==> src/hdl/workload_lease_table_macros.svh <==
// ----------------------------------------------------------------------------
// Workload lease table assertion macros
// Concurrent check wrappers, compiled out when SYNTHESIS is defined.
// ----------------------------------------------------------------------------
`ifndef WORKLOAD_LEASE_TABLE_MACROS_SVH
`define WORKLOAD_LEASE_TABLE_MACROS_SVH

`ifndef SYNTHESIS
`define WLT_ASSERT_IMPL(name, clk, rst, ante, cons) \
   name: assert property (@(posedge clk) disable iff (rst) (ante) |-> (cons)) \
      else $error("lease table check failed");
`define WLT_ASSERT_NEXT(name, clk, rst, ante, cons) \
   name: assert property (@(posedge clk) disable iff (rst) (ante) |=> (cons)) \
      else $error("lease table check failed");
`else
`define WLT_ASSERT_IMPL(name, clk, rst, ante, cons)
`define WLT_ASSERT_NEXT(name, clk, rst, ante, cons)
`endif

`endif

==> src/hdl/wlt_pkg.sv <==
// ----------------------------------------------------------------------------
// Workload lease table package
// Request and response codes, field widths and controller/datapath links.
// ----------------------------------------------------------------------------
`default_nettype none

package wlt_pkg;

   localparam int MODE_W     = 2;
   localparam int STATUS_W   = 2;
   localparam int ID_W       = 8;
   localparam int CNT_OUT_W  = 9;
   localparam int CSR_W      = 9;
   localparam int RSP_DATA_W = 32;
   localparam int RSP_PAD_W  = RSP_DATA_W - ID_W - 2 * CNT_OUT_W - 1;

   localparam logic [MODE_W-1:0] MODE_ASSIGN  = 2'd0;
   localparam logic [MODE_W-1:0] MODE_RESTORE = 2'd1;
   localparam logic [MODE_W-1:0] MODE_FINISH  = 2'd2;

   localparam logic [STATUS_W-1:0] STATUS_OK        = 2'd0;
   localparam logic [STATUS_W-1:0] STATUS_NONE_FREE = 2'd1;
   localparam logic [STATUS_W-1:0] STATUS_BAD_ID    = 2'd2;

   typedef struct packed {
      logic load_req;
      logic clr_en;
      logic rd_start;
      logic scan_eval;
      logic fin_eval;
      logic rsp_load;
   } wlt_cmd_type;

   typedef struct packed {
      logic go_scan;
      logic go_fin;
      logic scan_done;
      logic clear_last;
      logic rsp_free;
   } wlt_status_type;

endpackage

`default_nettype wire

==> src/hdl/wlt_controller.sv <==
// ----------------------------------------------------------------------------
// Workload lease table controller
// Sequences table clearing, request intake, entry scans and result hand-off.
// ----------------------------------------------------------------------------
`default_nettype none

module wlt_controller import wlt_pkg::*; (
   input  logic           clock,
   input  logic           reset,
   input  logic           csr_wen,
   input  logic           req_tvalid,
   output logic           req_tready,
   input  wlt_status_type dp_status,
   output wlt_cmd_type    dp_cmd
);

   typedef enum logic [5:0] {
      ST_CLEAR = 6'b000001,
      ST_IDLE  = 6'b000010,
      ST_START = 6'b000100,
      ST_SCAN  = 6'b001000,
      ST_FIN   = 6'b010000,
      ST_DONE  = 6'b100000
   } state_type;

   state_type state_ff;
   state_type state_in;

   assign req_tready = (state_ff == ST_IDLE);

   always_comb begin
      state_in = state_ff;
      dp_cmd   = '0;
      unique case (state_ff)
         ST_CLEAR: begin
            dp_cmd.clr_en = 1'b1;
            if (dp_status.clear_last) begin
               state_in = ST_IDLE;
            end
         end
         ST_IDLE: begin
            if (req_tvalid) begin
               dp_cmd.load_req = 1'b1;
               state_in        = ST_START;
            end
         end
         ST_START: begin
            dp_cmd.rd_start = 1'b1;
            if (dp_status.go_scan) begin
               state_in = ST_SCAN;
            end else if (dp_status.go_fin) begin
               state_in = ST_FIN;
            end else begin
               state_in = ST_DONE;
            end
         end
         ST_SCAN: begin
            dp_cmd.scan_eval = 1'b1;
            if (dp_status.scan_done) begin
               state_in = ST_DONE;
            end
         end
         ST_FIN: begin
            dp_cmd.fin_eval = 1'b1;
            state_in        = ST_DONE;
         end
         ST_DONE: begin
            if (dp_status.rsp_free) begin
               dp_cmd.rsp_load = 1'b1;
               state_in        = ST_IDLE;
            end
         end
         default: begin
            state_in = ST_CLEAR;
         end
      endcase
      if (csr_wen) begin
         state_in = ST_CLEAR;
      end
   end

   always_ff @(posedge clock) begin
      if (reset) begin
         state_ff <= ST_CLEAR;
      end else begin
         state_ff <= state_in;
      end
   end

endmodule

`default_nettype wire

==> config.mk <==
export PLATFORM = sky130hd
export DESIGN_NAME = wlt_controller
export DESIGN_NICKNAME = d
export VERILOG_FILES = /design/src/hdl/workload_lease_table_macros.svh /design/src/hdl/wlt_pkg.sv /design/src/hdl/wlt_controller.sv
export SDC_FILE = /design/constraint.sdc
export NUM_CORES = 1
export LEC_CHECK = 0
export BUFFER_PORTS_ARGS = -buffer_cell sky130_fd_sc_hd__buf_2
export CAP_MARGIN = 20
export CORE_AREA = 8 8 45 47
export CTS_BUF_LIST = sky130_fd_sc_hd__clkbuf_4 sky130_fd_sc_hd__clkbuf_8
export DETAILED_ROUTE_END_ITERATION = 10
export DIE_AREA = 0 0 53 55
export PLACE_DENSITY = 0.63
export SLEW_MARGIN = 20
export SYNTH_ARGS = -nofsm -noshare
export SYNTH_HDL_FRONTEND = slang
export SYNTH_SLANG_ARGS = --single-unit
==> constraint.sdc <==
create_clock -name clock -period 2.95 [get_ports clock]
set_input_delay 0.1475 -clock clock [delete_from_list [all_inputs] [get_ports clock]]
set_output_delay 0.1475 -clock clock [all_outputs]
set_load 0.005 [all_outputs]
# [After elaboration in Yosys (flattened, before gate mapping)]
# Index checks and enable logic that the tools add are counted.
# Widths: inputs -> output; s select.
[totals] reg_bits=6 word_cells=28 output_inout_bits=7
[classes] mux=15 eq_ne=10 n_reduce_logical=2
[ops] operator="$mux 6" n=6
[ops] operator="$pmux 6 s6" n=1
[ops] operator="$mux 1" n=8
[ops] operator="$ne 2x2->1 const B" n=4
[ops] operator="$eq 6x1->1 const B" n=1
[ops] operator="$eq 6x2->1 const B" n=1
[ops] operator="$eq 6x3->1 const B" n=1
[ops] operator="$eq 6x4->1 const B" n=1
[ops] operator="$eq 6x5->1 const B" n=1
[ops] operator="$eq 6x6->1 const B" n=1
[ops] operator="$reduce_and 4->1" n=1
[ops] operator="$reduce_or 2->1" n=1

# [Logic depth before layout (Yosys ltp)]
[depth] depth_word=3 mapped_depth=6 depth_no_buf=5

# [Worst setup path after synthesis]
# No wires, ideal clock.
[synth_timing] path_type="register to register" startpoint="reg state_ff[4]" endpoint="reg state_ff[2]" path_stages_with_launch=6 slack_ns=1.232 required_time_ns=2.834 arrival_ns=1.602 synth_period_minus_slack_ns=1.718 cell_sequence="dfxtp_1 > buf_6 > or4_4 > or3_4 > and4_4 > and3_1"
[synth_between] elab_chain_cells=3 elab_cells_between_ends=12
[synth_rtl] item="start: declaration" line="wlt_controller.sv:26" source="state_type state_ff;"
[synth_rtl] item="start signal: assignment" line="wlt_controller.sv:86" source="state_ff <= state_in;"
[synth_rtl] item="$eq 6x4->1, or another cell as far along" line="wlt_controller.sv:34" source="unique case (state_ff)"
[synth_rtl] item="$ne 2x2->1 (no source line)"
[synth_rtl] item="$reduce_and 4->1 (no source line)"
# Several ways; a longest one is shown, not always the timed one.
# A chain may end at the register's enable or synchronous reset.

# [Worst setup path after layout]
[layout_timing] startpoint="reg state_ff[4]" endpoint="reg state_ff[1]"
# Same word-level chain as after synthesis.

==> results by group <==
Logic synthesis
  – Post-synth EDFFs: 0
  – Net count after synthesis: just under 60
  – Syn Inst Count: 50
  – Cell taking the most area after synthesis: dfxtp_1
  – Prevailing post-synth register cell: dfxtp_1
  – Sequential share of the synthesized area: between 20 and 30%
  – Avg Cell Area, Syn: 8.333 um^2
  – Post-synth top area share: between 20% and 30%
  – Ranking of synthesized cells by area: dfxtp_1 29%, nand3b_1 9.0%, and3_1 7.5%
  – Yosys warning count: 0
  – Synth cell types: 26
  – Mapped cell area: about 420 um^2
  – Commonest cells in the netlist: 6 x dfxtp_1, 5 x and3_1, 5 x nand3b_1
  – Top-count cell post-synth: dfxtp_1
  – FF+latch count, synth: 6
  – Synth async-reset ratio: 0%

Clock network
  – TritonCTS clock tree: built
  – Worst-Skew Late Latency: between 0.2 and 0.3 ns
  – Setup Buffers After CTS: 0
  – Clock root cell: clkbuf_4
  – Clk buf depth: 2
  – Clk sink count: 6
  – Number of H-tree levels: 1
  – Clock Pin Slew Worst Setup and Hold Paths: 0.05 ns
  – Post-CTS Resized: 0
  – Post-CTS Hold Buffers: 0
  – CTS buffer count: 3

Global routing
  – GRT Total Usage: 8.356%
  – Vias in the first global route: between 400 and 500
  – Pin count of the biggest net entering global routing: 9
  – Congestion Overflow GR: 0
  – Initial antenna violation count: 0
  – First-pass GRT wire length: between 1500 and 2000 um

Worst setup path
  – Critical Path RT: between 3 and 4 ns
  – Buf/Inv on CP: 0
  – Crit path max fanout: 8
  – CP Launch Type: flop
  – Crit-path cells: or4_4, or3_4, and4_4, o21ai_0, a21oi_1
  – Worst reg-to-reg path cell count: 5
  – Critical Path Max Stage Delay: approximately 0.56 ns
  – Crit path kind: flop to flop
  – Reg-to-reg startpoint: state_ff[4]
  – Crit path max-delay cell type: or4_4
  – R2r setup slk: approximately 1.2 ns
  – CP delay by family, top: simple AND/OR/NAND/NOR gates
  – Critical Path Start: state_ff[4]
  – CP Capture Type: flop
  – RR Endpoint: state_ff[1]
  – CP Data Arrival Time: 1.88 ns

Routing
  – # DRC: 0
  – Final WL: approximately 1100 um
  – Drt pass-1 iters: 4
  – Vias per cell: slightly above 5
  – Routed Antenna Nets: 0
  – Iter 0 DRT Violations: 6
  – Vias: about 430
  – DR WL/cell: 13.30 um

Finish
  – Area grow syn2layout: 25.53%
  – Diode count: 0
  – Largest regs: state_ff: 6 flops
  – Fillers: 145
  – Nets: slightly below 80
  – Share of cells above drive strength 1: roughly two fifths
  – Max FFs per register: 6
  – Most flops, register: state_ff

Timing
  – Setup violators final: 0
  – Count of final max-slew check failures: 0
  – Worst-case headroom to the max-slew limit: 57.93%
  – Worst clock skew: between 0.009 and 0.01 ns
  – Fin crit share: 59.32%
  – RSZ-0062 raised after global routing: no
  – Hold Violations, Final: 0
  – Slew @ Worst Pin: ~0.63 ns
  – Fin crit period: approximately 1.7 ns
  – Setup TNS Final: 0 ns
  – Peak Freq: between 500 and 600 MHz

Floorplan
  – I/O pin count: 16
  – Core region area: 1384 um^2
  – Total Die Area: ~3000 um^2
  – Starting Density: 30.11%
  – Chip width: between 50 and 60 um
  – Row count: 14
  – Vert. Die Dim: between 50 and 60 um

Outcome
  – Status: complete, no violations

Pwr
  – Lkg Pwr: ~0.23 nW
  – Power Dens Cells: 368.5 nW/um^2
  – Maximum VDD drop: 0.2575 mV
  – Total power: ~0.19 mW

Place
  – Routability cong.: roughly 0.76
  – Input/output buffers: 15

Run
  – Maxcap violations: 0

Worst hold path
  – Min-Delay Path Depth: 3
  – Hold path startpoint: reset
  – Hold crit path type: input port to flop
  – WHS Endpoint: state_ff[0]
[through the flow]
step           hold WS (ns)  instances  cell area [um^2]  util (%)  worst slack [ns]
2_1_floorplan        0.2810         50             416.7         -             1.232
3_3_place_gp         0.4043         80             500.5     36.17             1.218
3_5_place_dp         0.4162         80             500.5     36.17             1.212
4_1_cts              0.1520         83             523.0     37.79             1.204
5_1_grt              0.1651         83             523.0     37.79             1.062
6_report             0.1516         83             523.0     37.79             1.200
[tightest hold or removal path, cell delays in order]
cell	delay (ns)
buf_2	0.08
nor2_1	0.04
o311ai_0	0.09
[power breakdown]
part | total [mW] | switching, mW | internal [mW]
combinational | 0.0284 | 0.0132 | 0.0152
sequential | 0.0859 | 0.00286 | 0.0831
clock | 0.0784 | 0.0322 | 0.0462
[metal layers]
layer,track usage (%),up-vias,wire length (um)
met3,3.476,2,72
met1,10.47,181,579
met4,3.879,0,21
met2,12.11,17,431
met5,0,-,0
li1,-,228,-
[cell usage in the layout, fill, tap and decap left out]
master	instances
buf_2	15
dfxtp_1	6
and3_1	5
nand3b_1	5
nor2_1	4
nor3_1	3
a21oi_1	3
clkbuf_4	3
and2b_2	2
nand2_1	2
o21ai_0	2
o311ai_0	2
and3_2	1
or2b_1	1
or4_4	1
nor4_1	1
and2_2	1
or3_4	1
nand4b_1	1
and4_4	1
xnor2_1	1
o32ai_1	1
nand3_1	1
or2_2	1
and2_1	1
nand4_1	1
a31oi_1	1
[cell families (layout without fill, tap and decap cells)]
kind of cell,count (synthesis),count (layout),synth area share [%]
AO/OA/AOI/OAI,9,9,13.81
buffers and inverters,1,18,2.703
XOR/XNOR,1,1,2.102
flip-flops,6,6,28.83
AND/OR/NAND/NOR,33,33,52.56
[cell type report]
type                            instances  area, um^2  area share, %
Multi-Input combinational cell         43       285.3          54.55
Tap cell                               16       20.02          3.828
Timing Repair Buffer                   15       75.07          14.35
Clock buffer                            3       22.52          4.306
Sequential cell                         6       120.1          22.97
[how the worst max path moves through the flow]
stage | endpoint | slack [ns] | cells after the start
3_5_place_dp | state_ff[2] | 1.21 | 4
4_1_cts | state_ff[1] | 1.20 | 5
2_1_floorplan | state_ff[2] | 1.23 | 5
3_3_place_gp | state_ff[2] | 1.22 | 4
6_report | state_ff[1] | 1.20 | 5
5_1_grt | req_tready | 1.06 | 3
Power figures use the tool's default switching activity.
